==> config.mk <==
export PLATFORM = sky130hd
export DESIGN_NAME = sprite_bitplane_to_packed_nibbles_unit_flat
export DESIGN_NICKNAME = d
export VERILOG_FILES = /design/src/design/spbp_pkg.sv /design/src/design/spbp_if.sv /design/src/design/spbp_front.sv /design/src/design/spbp_queue.sv /design/src/design/spbp_back.sv /design/src/design/sprite_bitplane_to_packed_nibbles_unit.sv /design/src/flat_wrapper.sv
export SDC_FILE = /design/constraint.sdc
export NUM_CORES = 1
export LEC_CHECK = 0
export BUFFER_PORTS_ARGS = -buffer_cell sky130_fd_sc_hd__buf_2
export CAP_MARGIN = 20
export CORE_ASPECT_RATIO = 1.25
export CORE_MARGIN = 8
export CORE_UTILIZATION = 50
export DETAILED_ROUTE_END_ITERATION = 10
export GPL_TIMING_DRIVEN = 0
export PLACE_DENSITY = 0.77
export SYNTH_ARGS = -nofsm -noshare
export SYNTH_HDL_FRONTEND = slang
export SYNTH_HIERARCHICAL = 1
export SYNTH_SLANG_ARGS = --single-unit
export TNS_END_PERCENT = 5
==> constraint.sdc <==
create_clock -name i_clk -period 15.2 [get_ports i_clk]
set_input_delay 1.52 -clock i_clk [delete_from_list [all_inputs] [get_ports i_clk]]
set_output_delay 1.52 -clock i_clk [all_outputs]
set_load 0.1 [all_outputs]
==> src/design/spbp_pkg.sv <==
// ----------------------------------------------------------------------------
// spbp_pkg
// Shared types, constants and the pixel packing function of the sprite
// bitplane to packed nibble converter.
// ----------------------------------------------------------------------------
package spbp_pkg;

    localparam int unsigned WORD_W     = 32;
    localparam int unsigned ROW_W      = 64;
    localparam int unsigned POS_W      = 5;
    localparam int unsigned BUF_IDX_W  = 4;
    localparam int unsigned BUF_DEPTH  = 16;
    localparam logic [BUF_IDX_W-1:0] LAST_ROW = 4'd15;
    localparam logic [POS_W-1:0]     LAST_POS = 5'd31;

    typedef struct packed {
        logic [WORD_W-1:0] cur_word;
        logic [WORD_W-1:0] buf_word;
        logic              sprite_end;
        logic              sprite_used;
    } t_row_job;

    typedef struct packed {
        logic full;
        logic empty;
    } t_q_status;

    // nibble x = {p3[x], p1[x], p2[x], p0[x]}
    function automatic logic [WORD_W-1:0] pack_eight(input logic [WORD_W-1:0] w);
        logic [WORD_W-1:0] acc;
        acc = '0;
        for (int x = 0; x < 8; x++) begin
            acc[4*x+3] = w[24+x];
            acc[4*x+2] = w[8+x];
            acc[4*x+1] = w[16+x];
            acc[4*x]   = w[x];
        end
        return acc;
    endfunction

endpackage

==> src/design/spbp_if.sv <==
// ----------------------------------------------------------------------------
// spbp_if
// Valid/ready channels: plane word input and packed row output.
// ----------------------------------------------------------------------------
interface spbp_in_if;
    logic        valid;
    logic        ready;
    logic [31:0] plane_word;

    modport source (output valid, output plane_word, input ready);
    modport sink   (input valid, input plane_word, output ready);
endinterface

interface spbp_out_if;
    logic        valid;
    logic        ready;
    logic [63:0] row_pixels;
    logic        sprite_end;
    logic        sprite_used;

    modport source (output valid, output row_pixels, output sprite_end,
                    output sprite_used, input ready);
    modport sink   (input valid, input row_pixels, input sprite_end,
                    input sprite_used, output ready);
endinterface

==> src/design/spbp_front.sv <==
// ----------------------------------------------------------------------------
// spbp_front
// Accepts plane words, tracks sprite position and usage, buffers the first
// half of each sprite and issues one row job per second-half word.
// ----------------------------------------------------------------------------
module spbp_front
    import spbp_pkg::*;
(
    input  logic            i_clk,
    input  logic            i_rst_n,
    spbp_in_if.sink         i_in,
    input  t_q_status       i_q_status,
    output logic            o_push,
    output t_row_job        o_push_job
);

    logic [POS_W-1:0]  r_pos;
    logic [POS_W-1:0]  n_pos;
    logic              r_any;
    logic              n_any;
    logic [WORD_W-1:0] r_buf [BUF_DEPTH];

    logic              accept;
    logic              used;
    logic              last;
    logic              second_half;

    assign second_half = r_pos[POS_W-1];
    assign i_in.ready  = !second_half || !i_q_status.full;
    assign accept      = i_in.valid && i_in.ready;
    assign used        = r_any || (i_in.plane_word != '0);
    assign last        = (r_pos[BUF_IDX_W-1:0] == LAST_ROW);

    assign o_push                 = i_in.valid && second_half && !i_q_status.full;
    assign o_push_job.cur_word    = i_in.plane_word;
    assign o_push_job.buf_word    = r_buf[r_pos[BUF_IDX_W-1:0]];
    assign o_push_job.sprite_end  = last;
    assign o_push_job.sprite_used = last && used;

    always_comb begin
        n_pos = r_pos;
        n_any = r_any;
        if (accept) begin
            n_pos = r_pos + POS_W'(1);
            if (second_half && last) begin
                n_any = 1'b0;
            end else begin
                n_any = used;
            end
        end
    end

    always_ff @(posedge i_clk) begin
        if (!i_rst_n) begin
            r_pos <= '0;
            r_any <= 1'b0;
        end else begin
            r_pos <= n_pos;
            r_any <= n_any;
        end
    end

    always_ff @(posedge i_clk) begin
        if (accept && !second_half) begin
            r_buf[r_pos[BUF_IDX_W-1:0]] <= i_in.plane_word;
        end
    end

    a_wrap: assert property (@(posedge i_clk) disable iff (!i_rst_n)
        (accept && r_pos == LAST_POS) |=> (r_pos == '0 && !r_any))
        else $error("sprite did not wrap cleanly");

    a_first_half_ready: assert property (@(posedge i_clk) disable iff (!i_rst_n)
        !second_half |-> i_in.ready)
        else $error("first-half word stalled");

    a_push_on_accept: assert property (@(posedge i_clk) disable iff (!i_rst_n)
        o_push |-> (accept && second_half))
        else $error("row job pushed without a second-half item");

endmodule

==> src/design/spbp_queue.sv <==
// ----------------------------------------------------------------------------
// spbp_queue
// Small FIFO of row jobs between the front and back parts.
// ----------------------------------------------------------------------------
module spbp_queue
    import spbp_pkg::*;
#(
    parameter int unsigned DEPTH = 2
)
(
    input  logic      i_clk,
    input  logic      i_rst_n,
    input  logic      i_push,
    input  t_row_job  i_push_job,
    input  logic      i_pop,
    output t_row_job  o_head,
    output t_q_status o_status
);

    localparam int unsigned PTR_W = $clog2(DEPTH);
    localparam int unsigned CNT_W = $clog2(DEPTH + 1);

    t_row_job          r_mem [DEPTH];
    logic [PTR_W-1:0]  r_wr_ptr;
    logic [PTR_W-1:0]  r_rd_ptr;
    logic [CNT_W-1:0]  r_count;
    logic [PTR_W-1:0]  n_wr_ptr;
    logic [PTR_W-1:0]  n_rd_ptr;
    logic [CNT_W-1:0]  n_count;

    assign o_status.full  = (r_count == CNT_W'(DEPTH));
    assign o_status.empty = (r_count == '0);
    assign o_head         = r_mem[r_rd_ptr];

    always_comb begin
        n_wr_ptr = r_wr_ptr;
        n_rd_ptr = r_rd_ptr;
        n_count  = r_count;
        if (i_push) begin
            n_wr_ptr = (r_wr_ptr == PTR_W'(DEPTH - 1)) ? '0 : r_wr_ptr + PTR_W'(1);
        end
        if (i_pop) begin
            n_rd_ptr = (r_rd_ptr == PTR_W'(DEPTH - 1)) ? '0 : r_rd_ptr + PTR_W'(1);
        end
        case ({i_push, i_pop})
            2'b10:   n_count = r_count + CNT_W'(1);
            2'b01:   n_count = r_count - CNT_W'(1);
            default: n_count = r_count;
        endcase
    end

    always_ff @(posedge i_clk) begin
        if (!i_rst_n) begin
            r_wr_ptr <= '0;
            r_rd_ptr <= '0;
            r_count  <= '0;
        end else begin
            r_wr_ptr <= n_wr_ptr;
            r_rd_ptr <= n_rd_ptr;
            r_count  <= n_count;
        end
    end

    always_ff @(posedge i_clk) begin
        if (i_push) begin
            r_mem[r_wr_ptr] <= i_push_job;
        end
    end

    a_no_overflow: assert property (@(posedge i_clk) disable iff (!i_rst_n)
        !(i_push && o_status.full))
        else $error("push into full queue");

    a_no_underflow: assert property (@(posedge i_clk) disable iff (!i_rst_n)
        !(i_pop && o_status.empty))
        else $error("pop from empty queue");

    a_count_step: assert property (@(posedge i_clk) disable iff (!i_rst_n)
        (i_push && !i_pop) |=> (r_count == $past(r_count) + CNT_W'(1)))
        else $error("queue count did not advance");

endmodule

==> src/design/spbp_back.sv <==
// ----------------------------------------------------------------------------
// spbp_back
// Packs row jobs into sixteen 4-bit pixels and holds the result in an
// output register.
// ----------------------------------------------------------------------------
module spbp_back
    import spbp_pkg::*;
(
    input  logic        i_clk,
    input  logic        i_rst_n,
    input  t_row_job    i_head,
    input  t_q_status   i_q_status,
    output logic        o_pop,
    spbp_out_if.source  o_out
);

    logic             r_valid;
    logic             n_valid;
    logic [ROW_W-1:0] r_row;
    logic             r_end;
    logic             r_used;

    assign o_pop = !i_q_status.empty && (!r_valid || o_out.ready);

    always_comb begin
        n_valid = r_valid;
        if (o_pop) begin
            n_valid = 1'b1;
        end else if (o_out.ready) begin
            n_valid = 1'b0;
        end
    end

    always_ff @(posedge i_clk) begin
        if (!i_rst_n) begin
            r_valid <= 1'b0;
        end else begin
            r_valid <= n_valid;
        end
    end

    always_ff @(posedge i_clk) begin
        if (o_pop) begin
            r_row  <= {pack_eight(i_head.buf_word), pack_eight(i_head.cur_word)};
            r_end  <= i_head.sprite_end;
            r_used <= i_head.sprite_used;
        end
    end

    assign o_out.valid       = r_valid;
    assign o_out.row_pixels  = r_row;
    assign o_out.sprite_end  = r_end;
    assign o_out.sprite_used = r_used;

    a_hold: assert property (@(posedge i_clk) disable iff (!i_rst_n)
        (r_valid && !o_out.ready) |=> (r_valid && $stable(r_row)))
        else $error("stalled row changed");

    a_pop_nonempty: assert property (@(posedge i_clk) disable iff (!i_rst_n)
        o_pop |-> !i_q_status.empty)
        else $error("pop from empty queue");

    a_pop_loads: assert property (@(posedge i_clk) disable iff (!i_rst_n)
        o_pop |=> r_valid)
        else $error("popped row not presented");

endmodule

==> src/design/sprite_bitplane_to_packed_nibbles_unit.sv <==
// ----------------------------------------------------------------------------
// sprite_bitplane_to_packed_nibbles_unit
// Planar to packed 4bpp converter for 16x16 sprites, 32 words per sprite.
// ----------------------------------------------------------------------------
// Takes one 32-bit plane word per cycle while not stalled. Words 0..15 of
// each sprite fill a 16-entry half buffer and give no result; word 16+k gives
// row k as 64 bits (low half from the word itself, high half from buffered
// word k), pixel x = {b3,b1,b2,b0}[x]. Row 15 carries sprite_end and
// sprite_used (any nonzero byte in the sprite). A row job is pushed into the
// job queue as its word is accepted, then popped into the output register,
// which holds it under output stall. The front stalls only on second-half
// words, when the QUEUE_DEPTH-entry job queue is full.
// ----------------------------------------------------------------------------
module sprite_bitplane_to_packed_nibbles_unit
    import spbp_pkg::*;
#(
    parameter int unsigned QUEUE_DEPTH = 2
)
(
    input  logic        i_clk,
    input  logic        i_rst_n,
    spbp_in_if.sink     i_in,
    spbp_out_if.source  o_out
);

    logic      push;
    t_row_job  push_job;
    logic      pop;
    t_row_job  head;
    t_q_status q_status;

    spbp_front u_front (
        .i_clk      (i_clk),
        .i_rst_n    (i_rst_n),
        .i_in       (i_in),
        .i_q_status (q_status),
        .o_push     (push),
        .o_push_job (push_job)
    );

    spbp_queue #(
        .DEPTH (QUEUE_DEPTH)
    ) u_queue (
        .i_clk      (i_clk),
        .i_rst_n    (i_rst_n),
        .i_push     (push),
        .i_push_job (push_job),
        .i_pop      (pop),
        .o_head     (head),
        .o_status   (q_status)
    );

    spbp_back u_back (
        .i_clk      (i_clk),
        .i_rst_n    (i_rst_n),
        .i_head     (head),
        .i_q_status (q_status),
        .o_pop      (pop),
        .o_out      (o_out)
    );

endmodule
==> src/flat_wrapper.sv <==
// flat-port wrapper written by rule: the top's interface ports become plain ports
module sprite_bitplane_to_packed_nibbles_unit_flat import spbp_pkg::*;
#(
    parameter int unsigned QUEUE_DEPTH = 2
)
  (i_clk, i_rst_n, i_in_valid, i_in_plane_word, i_in_ready, o_out_valid, o_out_row_pixels, o_out_sprite_end, o_out_sprite_used, o_out_ready);
  spbp_in_if i_in_i ();
  spbp_out_if o_out_i ();
  input  logic i_clk;
  input  logic i_rst_n;
  input wire logic [$bits(i_in_i.valid)-1:0] i_in_valid;
  input wire logic [$bits(i_in_i.plane_word)-1:0] i_in_plane_word;
  output wire logic [$bits(i_in_i.ready)-1:0] i_in_ready;
  output wire logic [$bits(o_out_i.valid)-1:0] o_out_valid;
  output wire logic [$bits(o_out_i.row_pixels)-1:0] o_out_row_pixels;
  output wire logic [$bits(o_out_i.sprite_end)-1:0] o_out_sprite_end;
  output wire logic [$bits(o_out_i.sprite_used)-1:0] o_out_sprite_used;
  input wire logic [$bits(o_out_i.ready)-1:0] o_out_ready;
  assign i_in_i.valid = i_in_valid;
  assign i_in_i.plane_word = i_in_plane_word;
  assign i_in_ready = i_in_i.ready;
  assign o_out_valid = o_out_i.valid;
  assign o_out_row_pixels = o_out_i.row_pixels;
  assign o_out_sprite_end = o_out_i.sprite_end;
  assign o_out_sprite_used = o_out_i.sprite_used;
  assign o_out_i.ready = o_out_ready;
  sprite_bitplane_to_packed_nibbles_unit #(.QUEUE_DEPTH(QUEUE_DEPTH)) u_core (.i_clk(i_clk), .i_rst_n(i_rst_n), .i_in(i_in_i), .o_out(o_out_i));
endmodule
==> impl_results.md, run 1 <==
* Die Wd at around 220 um
* Core ar. at about 53000 um^2
* Total power at roughly 4500 uW
* Final count of pins violating max slew at 0
* Synth Cell Area at about 27000 um^2
* Cell Area, Placed at 29000 um^2
* Worst setup EP type: primary output
* Final Cycle Share at 21.6%
* Comb pwr share at between 10% and 20%
* Peak VDD IR at ~110 uV
* Worst r2r src: u_core/u_front/r_pos[4]$_SDFFE_PN0P_
* Drc violations at 0
* Hold_sp: u_core/u_front/r_any$_SDFFE_PN0P_
* Leakage at ~0.01 uW
* Clock tree sinks at around 730
* Fmax at 305 MHz
* Vias per Instance at between 5 and 6
* Ys flop type: edfxtp_1
* Async set-reset flop share out of synthesis at 0%
* Synth area leaders: edfxtp_1 (79%), mux4_2 (11%), mux2_2 (2.8%), a22oi_1 (1.8%), buf_4 (1.3%)
* Drt first pass iters at 5
* Clock skew at ~0.017 ns
* Power Density at approximately 150 nW/um^2
* # port buffers at just over 100
* Sw frac at 26.7%
* Post-CTS Setup Inserts at 0
* Syn Inst Count at ~1.2k
* Final ANT Viol Nets at 0
* Rel. slew slack at around 28%
* DIE AREA at ~60000 um^2
* Worst Setup SP: u_core/u_queue/r_count[0]$_SDFFE_PN0P_
* Worst EP required at ~14 ns
* CTS Buffer Depth at 3
* Vias in the first global route at between 10k and 15k
* Area leader, netlist: edfxtp_1
* CP Class: register to primary output
* Number of synthesized flops with an enable pin at ~700
* DRT iter0 DRCs at 1236
* First-pass GRT wire length at 84900 um
* Final Hold Fails at 0
* Post-CTS Resized at 0
* Final nets at around 1.4k
* H-Tree Depth at 3
* Post-synth top area share at approximately 79%
* Vias post-DR at ~13k
* Maxcap violations at 0
* Layout cells sized above 1 at a little over a third
* Setup TNS at 0 ns
* Hold buffers post-CTS at 0
* Post-synthesis register bit count at 726
* Tightest Pin Transition at between 1 and 1.5 ns
* Post-route cell area at between 30000 and 40000 um^2
* Period minus WS final at around 3.3 ns
* Pin count of the biggest net entering global routing at 36
* CTS tree: yes
* HP Class: register to register
* Gpl congestion at approximately 0.76
* WL per Instance at 27.1 um
* Hpwl dp at 36300 um
* CP Launch Type: register
* Syn avg cell area at 22.6 um^2
* Number of setup violations in the final report at 0
* Outcome: finished clean
* Clock transition at path regs at about 0.060 ns
* Clock Latency Late Sink at just over 0.6 ns
* Starting density of the core at between 50% and 60%
* Cell row count at 95
* Maximum fanout along the worst path at 4
* Yosys cell types at 33
* Grt ovf at 0
* RSZ-0062 raised after global routing: false
* Power share of the sequential group at between 50% and 60%
* Clk pwr share at between 30% and 40%
* Vert. Die Dim at 275 um
* Total GRT Usage at about a fifth
* Syn_nets at 1235
* Area grow syn2layout at 15.3%
* I/O Pins at about 100
* Antenna diode count at 0
* Sw Pwr at 1210 uW
* Seq/Total Area, Yosys at about four fifths
* Final WL at 57600 um
* CP arrival at between 1.5 and 2 ns
* Pint at about 3300 uW
* Antenna violations before repair at 0
* Num CTS Buffers at 67
* Root Buffer: clkbuf_16
* Ys Warns at 6
==> power groups by stage <==
| stage | clock, uW | combinational (uW) | sequential, uW |
|---|---|---|---|
| 2_1_floorplan | 0 | 223 | 2620 |
| 3_3_place_gp | 0 | 635 | 2360 |
| 3_5_place_dp | 0 | 666 | 2340 |
| 4_1_cts | 1620 | 671 | 2300 |
| 5_1_grt | 1680 | 691 | 2300 |
| 6_report | 1580 | 659 | 2300 |
==> Yosys cell counts (7+ instances only) <==
cell type	n
edfxtp_1	710
mux4_2	128
mux2_2	66
a22oi_1	65
buf_4	46
nand2_1	40
clkbuf_1	19
nor2_1	18
dfxtp_1	16
buf_1	10
buf_2	10
and2_1	9
nor2b_1	8
nor4_1	7
==> cell usage in the layout (no fill, tap or decap), types with 2 or more instances in the layout <==
cell type / count
mux2_2: 66
clkinv_8: 2
clkinvlp_4: 2
a22oi_1: 65
nor2_4: 13
inv_1: 4
buf_16: 8
nor4_1: 7
nor2b_1: 7
nor3_2: 4
buf_12: 9
bufinv_16: 2
nand4_1: 2
nor2_1: 5
buf_6: 10
clkinv_2: 18
buf_1: 10
dfxtp_1: 16
buf_2: 113
clkbuf_16: 69
ha_1: 6
xnor2_1: 5
nand2b_1: 5
a21boi_1: 2
nand2_1: 40
and2_1: 8
buf_4: 48
clkinv_1: 12
mux4_2: 128
inv_6: 3
buf_8: 3
edfxtp_1: 710
clkbuf_1: 31
==> final timing paths <==
| path | endpoint | slack (ns) | depth (start not counted) |
|---|---|---|---|
| hold reg to reg | u_core/u_front/r_any$_SDFFE_PN0P_ | 0.49 | 2 |
| setup / recovery | i_in_ready | 11.92 | 3 |
| hold / removal | u_core/u_front/r_any$_SDFFE_PN0P_ | 0.49 | 2 |
| setup reg to reg | u_core/u_front/r_buf[0][16]$_DFFE_PP_ | 12.71 | 6 |
==> logic make-up (layout without fill, tap and decap cells) <==
logic type / Yosys count / in the layout / share of synthesized area, %
DFF: 726 / 726 / 80.4
adders and majority gates: 6 / 6 / 0.279
buffers and inverters: 89 / 346 / 1.93
muxes: 194 / 194 / 13.5
xor gates and xnor gates: 6 / 6 / 0.195
AOI/OAI and AO/OA: 74 / 74 / 2.06
and+or+nand+nor: 98 / 98 / 1.72
==> sequential cells by signal, indices dropped and copies added (netlist names), named ones only <==
signal                           count
u_core/u_queue/r_mem               132
u_core/u_front/r_buf               512
u_core/u_back/o_out.sprite_used      1
u_core/u_front/r_any                 1
u_core/u_front/r_pos                 5
u_core/u_back/o_out.row_pixels      64
u_core/u_back/o_out.sprite_end       1
u_core/u_queue/r_rd_ptr              1
u_core/u_queue/r_count               2
u_core/u_back/o_out.valid            1
u_core/u_queue/r_wr_ptr              1
==> through the flow <==
| stage | instances | setup slack, ns | util [%] | hold WS, ns |
|---|---|---|---|---|
| after floorplan | 1193 | 9.29 | - | 0.457 |
| after global placement | 1975 | 6.73 | 52.9 | 0.469 |
| after detailed placement | 2007 | 11.46 | 54.2 | 0.486 |
| after CTS | 2129 | 11.89 | 58.1 | 0.490 |
| after global routing | 2129 | 11.88 | 58.1 | 0.515 |
| final | 2129 | 11.92 | 58.1 | 0.488 |
==> layout make-up <==
class	count	area [um^2]
Multi-Input combinational cell	378	4900
Buffer	85	504
Clock buffer	81	1770
Timing Repair Buffer	135	1090
Inverter	4	15.0
Sequential cell	726	21600
Clock inverter	41	289
Tap cell	679	850
Fill cell	3711	22400
==> routing by layer <==
layer	vias to the layer above	track usage, %	share of wire [%]
li1	5315	-	-
met1	6557	22.3	38
met2	522	33.9	54
met3	109	2.66	5.7
met4	0	8.10	3.3
met5	-	0	0
==> worst max-delay path, stage by stage, from the launching register on <==
cell and delay [ns]:
dfxtp_1 0.41, and2b_2 0.26, nand2_1 0.07, buf_2 0.42
(Power assumes the default switching activity.)
==> run 2, diff against run 1 <==
--- a/config.mk
+++ b/config.mk
@@ -5,6 +5,7 @@
 export SDC_FILE = /design/constraint.sdc
 export NUM_CORES = 1
 export LEC_CHECK = 0
+export ABC_AREA = 1
 export BUFFER_PORTS_ARGS = -buffer_cell sky130_fd_sc_hd__buf_2
 export CAP_MARGIN = 20
 export CORE_ASPECT_RATIO = 1.25
@@ -12,7 +13,7 @@
 export CORE_UTILIZATION = 50
 export DETAILED_ROUTE_END_ITERATION = 10
 export GPL_TIMING_DRIVEN = 0
-export PLACE_DENSITY = 0.77
+export PLACE_DENSITY = 0.79
 export SYNTH_ARGS = -nofsm -noshare
 export SYNTH_HDL_FRONTEND = slang
 export SYNTH_HIERARCHICAL = 1
==> constraint.sdc (replaced) <==
create_clock -name i_clk -period 2.6 [get_ports i_clk]
set_input_delay 0.26 -clock i_clk [delete_from_list [all_inputs] [get_ports i_clk]]
set_output_delay 0.26 -clock i_clk [all_outputs]
set_load 0.1 [all_outputs]
==> impl_results.md, run 2 <==
* Area leader, netlist: edfxtp_1
* Peak VDD IR at 948 uV (+780%)
* Ys Warns at 6 (unchanged)
* Synth Cell Area at 29000 um^2 (+7.5%)
* Tightest Pin Transition at 1.02 ns (-0.0482 ns)
* CTS Buffer Depth at 3 (unchanged)
* Num CTS Buffers at 61 (-9.0%)
* HP Class: input port to register
* CP Class: register to register
* Clock transition at path regs at 0.07 ns (about the same)
* Syn avg cell area at 14.1 um^2 (-38%)
* Power Density at 907 nW/um^2 (+520%)
* Vias in the first global route at 18.3k (+37%)
* Total GRT Usage at 22.1% (+3.3 points)
* Leakage at 0.0118 uW (+19%)
* Final Hold Fails at 0 (unchanged)
* CP arrival at 2.87 ns (+1.11 ns)
* Final nets at 2292 (+59%)
* Post-CTS Setup Inserts at 0 (unchanged)
* Worst EP required at 2.92 ns (-10.76 ns)
* Final Cycle Share at between 90% and 100%
* Fmax at between 300 and 400 MHz
* Setup WS post-layout at 0.0473 ns (-11.87 ns)
* Ys flop type: edfxtp_1
* Commonest non-fill, non-tap cell in the layout: edfxtp_1
* Most frequent cells in the layout: edfxtp_1 (710), inv_1 (274), nand3_1 (195)
* Vert. Die Dim at 285 um (+3.5%)
* Vias per Instance at 5.89 (+0.27%)
* Clock tree sinks at 726 (unchanged)
* Top cells by count, synth: edfxtp_1 (710), inv_1 (275), nand3_1 (195)
* Max incr delay on CP at 0.75 ns (+0.33 ns)
* Final count of pins violating max slew at 0 (unchanged)
* Die Wd at 231 um (+3.4%)
* Final WL at 74800 um (+30%)
* Pin count of the biggest net entering global routing at 45 (+25%)
* DIE AREA at 65900 um^2 (+7.0%)
* Syn Inst Count at 2060 (+73%)
* Antenna violations before repair at 2 (+2)
* Maxcap violations at 0 (unchanged)
* Number of setup violations in the final report at 0 (unchanged)
* Core ar. at 57300 um^2 (+7.1%)
* Fill cells at 4170 (+12%)
* Final ANT Viol Nets at 0 (unchanged)
* Drc violations at 0 (unchanged)
* Maximum fanout along the worst path at 10 (+6)
* CP Launch Type: register
* DRT iter0 DRCs at 2396 (+94%)
* Gpl congestion at 0.873 (+15%)
* Worst path cell trace: clkbuf_1, clkbuf_1, nand3_1, nand3_1, nand2_1
* Clock skew at 0.0140 ns (-0.00290 ns)
* H-Tree Depth at 2 (-1)
* Layout cells sized above 1 at 18.1% (-17 points)
* First-pass GRT wire length at 110000 um (+30%)
* Synth area leaders: edfxtp_1 (74%), inv_1 (3.6%), nand3_1 (3.4%), o211ai_1 (3.3%), nand2_1 (2.4%)
* Most common cell in the netlist: edfxtp_1
* Post-synthesis register bit count at 726 (unchanged)
* Root Buffer: clkbuf_16
* Number of synthesized flops with an enable pin at 710 (unchanged)
* Async set-reset flop share out of synthesis at 0% (unchanged)
* Multi-input logic area at 5360 um^2 (+9.3%)
* Grt ovf at 0 (unchanged)
* RSZ-0062 raised after global routing: false
* I/O Pins at 104 (unchanged)
* # port buffers at 103 (unchanged)
* Drt first pass iters at 6 (+1)
* Seq/Total Area, Yosys at 74.7% (-5.6 points)
* Max FFs per register at 512 (unchanged)
* Cell row count at 98 (+3.2%)
* Cell Area, Placed at 31100 um^2 (+7.1%)
* Syn_nets at 2102 (+70%)
* CP max-delay cell: clkbuf_1
* Clock Latency Late Sink at 0.61 ns (about the same)
* Starting density of the core at 50.6% (+0.21 points)
* Period minus WS final at 2.55 ns
* Hpwl dp at 48400 um (+33%)
* Area grow syn2layout at 13.9%
* CTS tree: yes
* Setup TNS at 0 ns (unchanged)
* Post-route cell area at 33000 um^2 (+6.2%)
* Post-synth top area share at 73.6% (-5.5 points)
* Worst setup EP type: register
* Outcome: finished clean
* Place WS at 0.175 ns (-11.29 ns)
* Rel. slew slack at 32.0% (+3.6 points)
* Vias post-DR at 18.0k (+44%)
* Yosys cell types at 29 (-12%)
* Register area at 21600 um^2 (about the same)
* WL per Instance at 24.5 um (-9.3%)
[run 2: cell count changes in the layout (fill, tap and decap cells not counted), sizes merged, moves of 9 or more]
cell    delta
mux4     -128
nand3    +194
o211ai   +128
nor2      +32
a22oi     -65
o21ai    +131
inv      +270
and2       -9
nand2    +149
buf       +35
a21oi    +138
[run 2: critical path, delay by kind of cell, from the launching register on]
| kind | cells | cell delay (ns) |
|---|---|---|
| buf+inv | 2 | 1.30 |
| simple gates | 3 | 0.53 |
| flops | 1 | 0.42 |
[run 2: what timing repair did]
item | 4_1_cts | 5_1_grt
endpoints found under the setup margin | 0 | 4
hold buffers | 3 | 0
gates resized for setup | 0 | 3
endpoints found under the hold margin | 3 | 0
[run 2: metrics by stage]
stage	total power, uW	hold slack [ns]	cells	utilization (%)
final	29900	0.0490	3052	57.6
after detailed placement	21500	0.478	2934	54.3
after global placement	21200	0.470	2913	53.1
after CTS	30100	0.0210	3051	57.6
after floorplan	19700	0.359	2060	-
after global routing	30800	0.0463	3051	57.6
[run 2: worst paths after layout]
path / cells after the start / start / slack [ns] / end
setup / recovery: 5 / register / 0.05 / u_core/u_queue/r_mem[0][14]$_DFFE_PP_
hold / removal: 1 / i_in_plane_word[25] / 0.05 / u_core/u_front/r_buf[11][25]$_DFFE_PP_
setup reg to reg: 5 / register / 0.05 / u_core/u_queue/r_mem[0][14]$_DFFE_PP_
hold reg to reg: 2 / u_core/u_queue/r_rd_ptr$_SDFFE_PN0P_ / 0.50 / register
[run 2: kinds of logic (layout without fill, tap and decap cells)]
group | count (synthesis) | count (layout) | synth area share, %
AO/OA/AOI/OAI | 401 | 401 | 8.09
adder cells (fa/ha/maj) | 6 | 6 | 0.259
buffers and inverters | 422 | 663 | 7.24
flip-flops | 726 | 726 | 74.7
multiplexers | 66 | 66 | 3.09
other | 0 | 1 | 0
AND/OR/NAND/NOR | 439 | 439 | 6.58
[run 2: final cells by class]
cell class	count	share of cell area [%]
Inverter	277	3.16
Timing Repair Buffer	127	3.22
Tap cell	750	2.84
Multi-Input combinational cell	912	16.2
Buffer	145	3.21
Sequential cell	726	65.6
Clock inverter	41	0.903
Antenna cell	1	0.00758
Clock buffer	73	4.83
[run 2: routing by layer]
layer	vias to the layer above	routed length (um)	GRT usage [%]
met5	-	0	0
met4	0	5270	14.0
met3	313	7620	3.85
met2	1263	37400	38.6
met1	8648	24600	24.8
li1	7748	-	-
[run 2: power breakdown]
group | internal, uW | leakage (uW) | switching, uW
registers | 13800 | 0.00657 | 182
clock network | 4670 | 0.000922 | 4020
logic | 1560 | 0.00434 | 5660
total | 20100 | 0.0118 | 9870
